[src/eott_pkg.sv]
// Shared types and codes for the expiring one-shot token table.
`default_nettype none

package eott_pkg;

    localparam logic [15:0] LIFETIME_RESET = 16'd600;

    localparam logic OP_INSERT = 1'b0;
    localparam logic OP_TAKE   = 1'b1;

    localparam logic [2:0] STAT_OK        = 3'd0;
    localparam logic [2:0] STAT_FULL      = 3'd1;
    localparam logic [2:0] STAT_NOT_FOUND = 3'd2;
    localparam logic [2:0] STAT_EXPIRED   = 3'd3;
    localparam logic [2:0] STAT_MISMATCH  = 3'd4;

    typedef enum logic [2:0] {
        ST_CLEAR,
        ST_IDLE,
        ST_SCAN,
        ST_WRITE,
        ST_FINISH
    } eott_state_t;

    typedef struct packed {
        logic [63:0] id_high;
        logic [63:0] id_low;
        logic [63:0] owner;
        logic [31:0] key;
        logic [32:0] expiry;
    } entry_t;

    typedef struct packed {
        logic rd_en;
        logic vld_we;
        logic vld_wdata;
        logic ent_we;
    } mem_ctl_t;

endpackage

`default_nettype wire

[src/eott_ctrl.sv]
// Sequencer and shared compare unit: walks the slots once per transaction.
`default_nettype none

module eott_ctrl #(
    parameter int TABLE_SLOTS = 256,
    parameter int IDX_W = $clog2(TABLE_SLOTS)
) (
    input  wire logic              clk,
    input  wire logic              rst_n,
    input  wire logic [15:0]       lifetime,
    input  wire logic              in_valid,
    output logic                   in_ready,
    input  wire logic              op,
    input  wire logic [31:0]       now_time,
    input  wire logic [63:0]       token_high,
    input  wire logic [63:0]       token_low,
    input  wire logic [63:0]       owner_tag,
    input  wire logic [31:0]       key_handle,
    output logic                   out_valid,
    input  wire logic              out_ready,
    output logic [2:0]             status,
    output logic [31:0]            returned_key,
    output logic [63:0]            issued_high,
    output logic [63:0]            issued_low,
    output eott_pkg::mem_ctl_t     mem_ctl,
    output logic [IDX_W-1:0]       rd_addr,
    output logic [IDX_W-1:0]       wr_addr,
    output eott_pkg::entry_t       wr_entry,
    input  wire eott_pkg::entry_t  rd_entry,
    input  wire logic              rd_vld
);
    import eott_pkg::*;

    localparam logic [IDX_W-1:0] LAST_IDX = IDX_W'(TABLE_SLOTS - 1);

    eott_state_t state_reg, state_next;
    logic [IDX_W-1:0] cnt_reg, cnt_next;
    logic             issuing_reg, issuing_next;
    logic             pend_reg, pend_next;
    logic [IDX_W-1:0] pend_idx_reg, pend_idx_next;
    logic             hit_reg, hit_next;
    logic [IDX_W-1:0] hit_idx_reg, hit_idx_next;
    logic [2:0]       stat_reg, stat_next;
    logic [31:0]      rkey_reg, rkey_next;
    logic             out_valid_reg, out_valid_next;

    logic             op_reg;
    logic [31:0]      now_reg;
    logic [63:0]      idh_reg, idl_reg, owner_reg;
    logic [31:0]      key_reg;
    logic [2:0]       status_reg, status_next;
    logic [31:0]      returned_key_reg, returned_key_next;
    logic [63:0]      issued_high_reg, issued_high_next;
    logic [63:0]      issued_low_reg, issued_low_next;

    logic accept, scan_done, out_free, expired, id_match;

    assign accept    = in_valid && in_ready;
    assign scan_done = !issuing_reg && !pend_reg;
    assign out_free  = !out_valid_reg || out_ready;
    assign expired   = rd_entry.expiry <= {1'b0, now_reg};
    assign id_match  = (rd_entry.id_high == idh_reg) && (rd_entry.id_low == idl_reg);

    // Next state
    always_comb
    begin
        state_next = state_reg;
        unique case (state_reg)
            ST_CLEAR:
            begin
                if (cnt_reg == LAST_IDX)
                begin
                    state_next = ST_IDLE;
                end
            end
            ST_IDLE:
            begin
                if (in_valid)
                begin
                    state_next = ST_SCAN;
                end
            end
            ST_SCAN:
            begin
                if (scan_done)
                begin
                    state_next = (op_reg == OP_INSERT && hit_reg) ? ST_WRITE : ST_FINISH;
                end
            end
            ST_WRITE:
            begin
                state_next = ST_FINISH;
            end
            ST_FINISH:
            begin
                if (out_free)
                begin
                    state_next = ST_IDLE;
                end
            end
            default:
            begin
                state_next = ST_IDLE;
            end
        endcase
    end

    // Datapath, memory control and outputs
    always_comb
    begin
        in_ready          = (state_reg == ST_IDLE);
        cnt_next          = cnt_reg;
        issuing_next      = issuing_reg;
        pend_next         = 1'b0;
        pend_idx_next     = cnt_reg;
        hit_next          = hit_reg;
        hit_idx_next      = hit_idx_reg;
        stat_next         = stat_reg;
        rkey_next         = rkey_reg;
        out_valid_next    = out_valid_reg && !out_ready;
        status_next       = status_reg;
        returned_key_next = returned_key_reg;
        issued_high_next  = issued_high_reg;
        issued_low_next   = issued_low_reg;

        mem_ctl           = '0;
        rd_addr           = cnt_reg;
        wr_addr           = pend_idx_reg;
        wr_entry.id_high  = idh_reg;
        wr_entry.id_low   = idl_reg;
        wr_entry.owner    = owner_reg;
        wr_entry.key      = key_reg;
        wr_entry.expiry   = {1'b0, now_reg} + {17'd0, lifetime};

        unique case (state_reg)
            ST_CLEAR:
            begin
                mem_ctl.vld_we = 1'b1;
                wr_addr        = cnt_reg;
                cnt_next       = (cnt_reg == LAST_IDX) ? '0 : cnt_reg + 1'b1;
            end
            ST_IDLE:
            begin
                if (accept)
                begin
                    cnt_next     = '0;
                    issuing_next = 1'b1;
                    hit_next     = 1'b0;
                    hit_idx_next = '0;
                    stat_next    = STAT_NOT_FOUND;
                    rkey_next    = '0;
                end
            end
            ST_SCAN:
            begin
                if (issuing_reg)
                begin
                    mem_ctl.rd_en = 1'b1;
                    pend_next     = 1'b1;
                    if (cnt_reg == LAST_IDX)
                    begin
                        issuing_next = 1'b0;
                    end
                    else
                    begin
                        cnt_next = cnt_reg + 1'b1;
                    end
                end
                if (pend_reg)
                begin
                    if (op_reg == OP_TAKE)
                    begin
                        // First live id match is freed whatever its outcome.
                        if (rd_vld && id_match && !hit_reg)
                        begin
                            hit_next       = 1'b1;
                            mem_ctl.vld_we = 1'b1;
                            if (expired)
                            begin
                                stat_next = STAT_EXPIRED;
                            end
                            else if (rd_entry.owner != owner_reg)
                            begin
                                stat_next = STAT_MISMATCH;
                            end
                            else
                            begin
                                stat_next = STAT_OK;
                                rkey_next = rd_entry.key;
                            end
                        end
                        else if (rd_vld && expired)
                        begin
                            mem_ctl.vld_we = 1'b1;
                        end
                    end
                    else
                    begin
                        if (rd_vld && expired)
                        begin
                            mem_ctl.vld_we = 1'b1;
                        end
                        // Lowest slot that is free once the sweep is applied.
                        if ((!rd_vld || expired) && !hit_reg)
                        begin
                            hit_next     = 1'b1;
                            hit_idx_next = pend_idx_reg;
                        end
                    end
                end
            end
            ST_WRITE:
            begin
                mem_ctl.ent_we    = 1'b1;
                mem_ctl.vld_we    = 1'b1;
                mem_ctl.vld_wdata = 1'b1;
                wr_addr           = hit_idx_reg;
            end
            ST_FINISH:
            begin
                if (out_free)
                begin
                    out_valid_next = 1'b1;
                    if (op_reg == OP_INSERT)
                    begin
                        status_next       = hit_reg ? STAT_OK : STAT_FULL;
                        returned_key_next = '0;
                        issued_high_next  = hit_reg ? idh_reg : '0;
                        issued_low_next   = hit_reg ? idl_reg : '0;
                    end
                    else
                    begin
                        status_next       = stat_reg;
                        returned_key_next = rkey_reg;
                        issued_high_next  = '0;
                        issued_low_next   = '0;
                    end
                end
            end
            default:
            begin
                cnt_next = cnt_reg;
            end
        endcase
    end

    always_ff @(posedge clk or negedge rst_n)
    begin
        if (!rst_n)
        begin
            state_reg     <= ST_CLEAR;
            cnt_reg       <= '0;
            issuing_reg   <= 1'b0;
            pend_reg      <= 1'b0;
            hit_reg       <= 1'b0;
            out_valid_reg <= 1'b0;
        end
        else
        begin
            state_reg     <= state_next;
            cnt_reg       <= cnt_next;
            issuing_reg   <= issuing_next;
            pend_reg      <= pend_next;
            hit_reg       <= hit_next;
            out_valid_reg <= out_valid_next;
        end
    end

    always_ff @(posedge clk)
    begin
        pend_idx_reg     <= pend_idx_next;
        hit_idx_reg      <= hit_idx_next;
        stat_reg         <= stat_next;
        rkey_reg         <= rkey_next;
        status_reg       <= status_next;
        returned_key_reg <= returned_key_next;
        issued_high_reg  <= issued_high_next;
        issued_low_reg   <= issued_low_next;
        if (accept)
        begin
            op_reg    <= op;
            now_reg   <= now_time;
            idh_reg   <= token_high;
            idl_reg   <= token_low;
            owner_reg <= owner_tag;
            key_reg   <= key_handle;
        end
    end

    assign out_valid    = out_valid_reg;
    assign status       = status_reg;
    assign returned_key = returned_key_reg;
    assign issued_high  = issued_high_reg;
    assign issued_low   = issued_low_reg;

    a_accept_starts_scan: assert property (@(posedge clk) disable iff (!rst_n)
        accept |=> state_reg == ST_SCAN)
        else $error("accepted transaction did not start a scan");

    a_write_needs_free_slot: assert property (@(posedge clk) disable iff (!rst_n)
        mem_ctl.ent_we |-> (op_reg == OP_INSERT) && hit_reg)
        else $error("entry written without a free slot on insert");

    a_no_rw_collision: assert property (@(posedge clk) disable iff (!rst_n)
        (mem_ctl.rd_en && mem_ctl.vld_we) |-> rd_addr != wr_addr)
        else $error("valid write collides with read address");

    a_full_has_no_id: assert property (@(posedge clk) disable iff (!rst_n)
        (out_valid_reg && status_reg == STAT_FULL) |->
            (issued_high_reg == '0) && (issued_low_reg == '0) && (returned_key_reg == '0))
        else $error("full result carries nonzero fields");

endmodule

`default_nettype wire

[config.mk]
export PLATFORM = sky130hd
export DESIGN_NAME = eott_ctrl
export DESIGN_NICKNAME = d
export VERILOG_FILES = /design/src/eott_pkg.sv /design/src/eott_ctrl.sv
export SDC_FILE = /design/constraint.sdc
export NUM_CORES = 1
export LEC_CHECK = 0
export ABC_AREA = 1
export BUFFER_PORTS_ARGS = -buffer_cell sky130_fd_sc_hd__buf_2
export CAP_MARGIN = 30
export CORE_AREA = 2 2 380 382
export CTS_CLUSTER_SIZE = 10
export DETAILED_ROUTE_END_ITERATION = 12
export DIE_AREA = 0 0 382 384
export GPL_ROUTABILITY_DRIVEN = 0
export PLACE_DENSITY_LB_ADDON = 0.05
export SETUP_SLACK_MARGIN = 0.1
export SYNTH_ARGS = -nofsm -noshare
export SYNTH_HDL_FRONTEND = slang
export SYNTH_SLANG_ARGS = --single-unit
export TNS_END_PERCENT = 1
[constraint.sdc]
create_clock -name clk -period 14.6 [get_ports clk]
set_clock_uncertainty 0.2 [all_clocks]
set_input_delay 0.73 -clock clk [delete_from_list [all_inputs] [get_ports clk]]
set_output_delay 0.73 -clock clk [all_outputs]
set_load 0.01 [all_outputs]
* Word level (Yosys, flattened, before mapping)
Index checks and enable logic that the tools add are counted.
** Word-level totals
- Flip-flop bits (word level) :: 486
- Bits in latches :: 0
- Memory bits (writable) :: 0
- Memory bits (read-only) :: 0
- Input bits :: 535
- Output and inout port bits :: 442
- Memories kept :: 0
** Operators by class
- Add/subtract/negate cells :: 2
- $mul :: 0
- Div/mod/pow operators :: 0
- Order comparisons :: 1
- Eq/ne operators :: 24
- Shifts and indexed selects :: 0
- Muxes and demuxes :: 52
- Bitwise logic cells :: 2
- Reduce and logical (&&, ||, !) cells :: 30
** Operators with widths (count)
- two-way mux 32 bit :: 6
- equality test 64 bit :: 2
- inequality test 64 bit :: 1
- one-hot mux 32 bit (2 select lines) :: 1
- two-way mux 8 bit :: 7
- two-way mux 3 bit :: 12
- adder 32 x 16 -> 33 bit :: 1
- <= comparator 33 x 32 -> 1 bit :: 1
- one-hot mux 8 bit (2 select lines) :: 2
- inequality test 2 bit (second input constant) :: 13
- one-hot mux 8 bit (3 select lines) :: 1
- two-way mux 1 bit :: 17
- one-hot mux 3 bit (5 select lines) :: 1
- AND reduction 5 bit :: 3
- logical AND 1 bit :: 9
- adder 8 x 1 -> 8 bit (second input constant) :: 1
- equality test 8 bit (second input constant) :: 1
- AND reduction 4 bit :: 2
- AND reduction 7 bit :: 1
- equality test 3 x 2 -> 1 bit (second input constant) :: 2
- logical NOT 1 bit :: 6
- inequality test 3 bit (second input constant) :: 2
- one-hot mux 1 bit (2 select lines) :: 3
- one-hot mux 3 bit (2 select lines) :: 1
- other kinds (11) :: 15

* Longest topological paths before layout
- Word-level depth :: 8
- Depth in mapped cells :: 17
- Gate-level depth less buffers :: 17

* Worst setup path before layout
Ideal clock, no wire load.
- Path kind :: flip-flop to flip-flop
- Start :: register state_reg[2]
- End :: register rkey_reg[0], enable pin
- Library setup time :: 421 ps
- Arrival :: 9657 ps
- Data required time :: 13979 ps
- Slack :: 4322 ps
- Stages on the path, launching flop included :: 10
- Buffers on the path :: 0
- Cells stage by stage :: dfrtp_1 -> nor3_4 -> inv_2 -> nor2_2 -> inv_2 -> nand2_1 -> nand4_1 -> nand2_1 -> nand2_1 -> nor2_1
** On the way
- Cells in the longest elaborated chain, start to end :: 4
- Elaborated cells between the ends (all ways) :: 11
** Ends and longest elaborated chain
- start: declaration :: RTL line eott_ctrl.sv:36 : eott_state_t state_reg, state_next;
- start signal: assignment :: RTL line eott_ctrl.sv:260 : state_reg <= state_next;
- equality test 3 x 1 -> 1 bit :: RTL line eott_ctrl.sv:111 : in_ready = (state_reg == ST_IDLE);
- named net in_ready :: RTL line eott_ctrl.sv:12 : output logic in_ready,
- logical AND 1 bit :: RTL line eott_ctrl.sv:58 : assign accept = in_valid && in_ready;
- named net accept :: RTL line eott_ctrl.sv:56 : logic accept, scan_done, out_free, expired, id_match;
- inequality test 2 x 1 -> 1 bit (no source line)
- AND reduction 7 bit (no source line)
- end signal: assignment :: RTL line eott_ctrl.sv:274 : rkey_reg <= rkey_next;
- end: declaration :: RTL line eott_ctrl.sv:44 : logic [31:0] rkey_reg, rkey_next;
The timed path passes the listed nets, and every way through them passes these cells.
A chain may end at the register's enable or synchronous reset.

==> summary.md <==
| Metric | Value |
|---|---|
| Status | completed |
| Final period util | 32.9% |
| Worst hold path type | in -> reg |
| Cells after DPL | 4840 |
| Largest family of logic cells by synthesized area | simple AND/OR/NAND/NOR gates |
| Area grow syn2layout | 55.0% |
| Die area | 147000 um2 |
| R2r worst-path depth | 14 |
| DRT Pass-1 Iters | 4 |
| Clock sinks | 486 |
| Clk buf depth | 3 |
| Seq pwr share | 40.6% |
| Max Cap Violations | 0 |
| DR iter-0 viols | 821 |
| Worst endpoint data arrival time | 3.87 ns |
| Post-synthesis xor/xnor area fraction | 5.82% |
| Clk_lat worst skew | 0.65 ns |
| Total power | 4.85 mW |
| Layout cell share with drive strength beyond 1 | 34.0% |
| Placed inst area | 29000 um2 |
| Number of buffers added on ports | 976 |
| Hold_buf cts | 237 |
| Warning count from the yosys run | 0 |
| Largest net degree at the start of global routing | 108 |
| Power per cell area | 144 nW/um2 |
| Crit Path Class | reg -> out |
| Worst-Margin Slew | 0.998 ns |
| ANT nets after route | 0 |
| Final hold viol count | 0 |
| Syn avg cell area | 11.0 um2 |
| Worst Setup Start Kind | flop |
| Final instance area | 33600 um2 |
| Syn_nets | 2557 |
| Hold EP | key_reg[12]$_DFFE_PP_ |
| Post-CTS setup buffer count | 0 |
| Core area | 143000 um2 |
| Sequential area share after synthesis | 66.6% |
| Worst VDD drop | 0.0000813 V |
| Cell Area, Synth | 21700 um2 |
| GRT Overall Usage | 14.3% |
| Gr ovfl total | 0 |
| Die Height | 384 um |
| I/O pin count | 977 |
| Core Rows | 139 |
| Post-synthesis async set-or-reset flop share | 3.09% |
| Logic pwr share | 24.9% |
| Via density | 3.53 |
| PostCTS Resize Cnt | 0 |
| First-pass GRT wire length | 147 mm |
| Post-DP HPWL | 88.6 mm |
| Setup TNS | 0 ns |
| Max Clk Rate | 208 MHz |
| Final wirelength | 109 mm |
| P_sw | 1.63 mW |
| Total number of vias | 18405 |
| Cell-internal power | 3.21 mW |
| Hold Path Origin | key_handle[12] |
| CP Max Fanout | 39 |
| NumNets Final | 3832 |
| Finished Layout Cells | 5216 |
| Relative slew slack | 33.4% |
| Sw frac | 33.7% |
| R2R Path End | rkey_reg[6]$_SDFFCE_PN0P_ |
| WHS Path Cells | 1 |
| Post-DR wirelength/cell | 20.9 um |
| Number of flops mapped to enable cells by yosys | 463 |
| Root buffer cell | clkbuf_16 |
| TritonCTS Buffers | 71 |
| Finish-stage setup viols | 0 |
| Clock network fraction of design power | 34.5% |
| Synthesized-area fraction occupied by adder cells | 2.92% |
| H-tree levels | 3 |
| CTS tree | yes |
| Max Transition Viols Final | 0 |
| Crit path time final | 4.80 ns |
| FF+latch count, synth | 486 |
| Drt drc | 0 |
| DIE WIDTH | 382 um |
| FF-to-FF setup slack | 10.51 ns |
| Top_reg_cell synth | edfxtp_1 |
| Post-Syn Instances | 1972 |
| Post-synth cell types | 47 |
| Unrepaired setup endpoints after global routing | no |
| Reg clk slew, reported paths | 0.06 ns |
| Fill cells | 15681 |
| Synth Area in Simple Gates | 14.8% |
| Leak pwr | 15.1 nW |
| Vias in the first global route | 19314 |
| Multiplexer share of the synthesized area | 0% |
| Initial core utilization | 15.2% |
| Post-synthesis compound-gate area fraction | 2.59% |
| Crit path required time | 13.67 ns |
| Initial antenna violation count | 63 |
| Crit. End Element | output pin |
| Launching point of the worst reg2reg path | op_reg$_DFFE_PP_ |
[critical path, cell delays in order, from the launching register on]
cell and delay (ns):
edfxtp_1 0.32, buf_4 0.40, nand2_1 0.09, nor2_1 0.17, nand3_1 0.10, nor2_1 0.60
nand2_1 0.11, nor2_1 0.12, nand2_1 0.11, nor2_1 0.39, nand3_1 0.21, nand2_1 0.20
nand2_1 0.08, nand3_1 0.09, buf_2 0.19
[per-stage QoR]
stage	setup WS [ns]	hold slack, ns	util (%)
final	9.80	0.0800	23.5
after CTS	9.14	0.0000326	23.5
after global placement	9.47	0.218	20.3
after detailed placement	9.87	0.211	20.3
after floorplan	4.32	0.234	-
after global routing	9.15	0.00572	23.5
[Yosys cell counts, types with 5 or more instances]
master | count | area share, %
nor3b_1 | 5 | 0.17
nand4_1 | 34 | 0.98
a21oi_1 | 36 | 0.83
xor2_1 | 44 | 1.8
dfrtp_1 | 15 | 1.7
o21ai_0 | 19 | 0.44
edfxtp_1 | 463 | 64
inv_1 | 379 | 6.6
clkbuf_1 | 20 | 0.35
ha_1 | 49 | 2.8
nor3_1 | 18 | 0.42
or2_2 | 6 | 0.17
nor2_1 | 277 | 4.8
inv_2 | 7 | 0.12
dfxtp_1 | 8 | 0.74
xnor2_1 | 100 | 4.0
nand3_1 | 23 | 0.53
nand2_1 | 413 | 7.1
o221ai_1 | 7 | 0.28
[placed cells by master, fill, tap and decap left out, types with 7 or more instances in the layout]
master | Yosys | routed
inv_1 | 379 | 378
buf_2 | 0 | 976
edfxtp_1 | 463 | 463
inv_2 | 7 | 7
a21oi_1 | 36 | 36
clkinv_2 | 0 | 9
diode_2 | 0 | 16
xor2_1 | 44 | 44
o21ai_0 | 19 | 19
nor3_1 | 18 | 18
nand3_1 | 23 | 23
nor2_1 | 277 | 275
clkbuf_1 | 20 | 15
dfxtp_1 | 8 | 8
buf_4 | 2 | 11
dfrtp_1 | 15 | 15
dlygate4sd3_1 | 0 | 237
o221ai_1 | 7 | 7
ha_1 | 49 | 49
clkbuf_16 | 0 | 72
clkinv_1 | 1 | 15
nand4_1 | 34 | 34
nand2_1 | 413 | 413
xnor2_1 | 100 | 100
[metal layers]
layer | up-vias | global-route usage, % | part of all wire (%) | wire length [um]
li1 | 8912 | - | - | -
met1 | 8571 | 15.3 | 38 | 40900
met2 | 691 | 26.5 | 52 | 56800
met3 | 175 | 5.30 | 7.9 | 8590
met4 | 56 | 3.34 | 2.1 | 2260
met5 | - | 0 | 0.32 | 349
[cell type report]
type                       count  area, um2  area share (%)
antenna                       16       40.0           0.119
clock buffer                  89       1890            5.61
clock inverter                34        299           0.890
inverter                     387       1460            4.34
multi-input combinational   1073       5690            16.9
sequential                   486      14400            43.0
tap                         1903       2380            7.09
timing repair buffer        1228       7410            22.1
[cells by family (layout without fill, tap and decap cells)]
family / after synthesis / after routing
adders and majority gates: 50 / 50
AOI/OAI and AO/OA: 88 / 88
xor gates and xnor gates: 144 / 144
DFF: 486 / 486
buffers and inverters: 413 / 1738
and+or+nand+nor: 791 / 791
other: 0 / 16
[power by group through the flow]
stage                     sequential, mW  combinational [mW]  clock (mW)
after floorplan                     2.10               0.496           0
after global placement              2.00                1.20           0
after detailed placement            2.00                1.21           0
after CTS                           1.97                1.27        1.75
after global routing                2.00                1.35        1.80
final                               1.97                1.21        1.67
[worst max-delay path by stage]
stage | startpoint | cells after the start | end
global route | op_reg$_DFFE_PP_ | 14 | mem_ctl[2]
finish | op_reg$_DFFE_PP_ | 14 | mem_ctl[2]
detailed placement | rd_vld | 14 | mem_ctl[2]
global placement | rd_vld | 13 | rkey_reg[14]$_SDFFCE_PN0P_
floorplan | state_reg[2]$_DFFE_PN0P_ | 9 | rkey_reg[0]$_SDFFCE_PN0P_
CTS | op_reg$_DFFE_PP_ | 14 | mem_ctl[2]
Power figures use the tool's default switching activity.
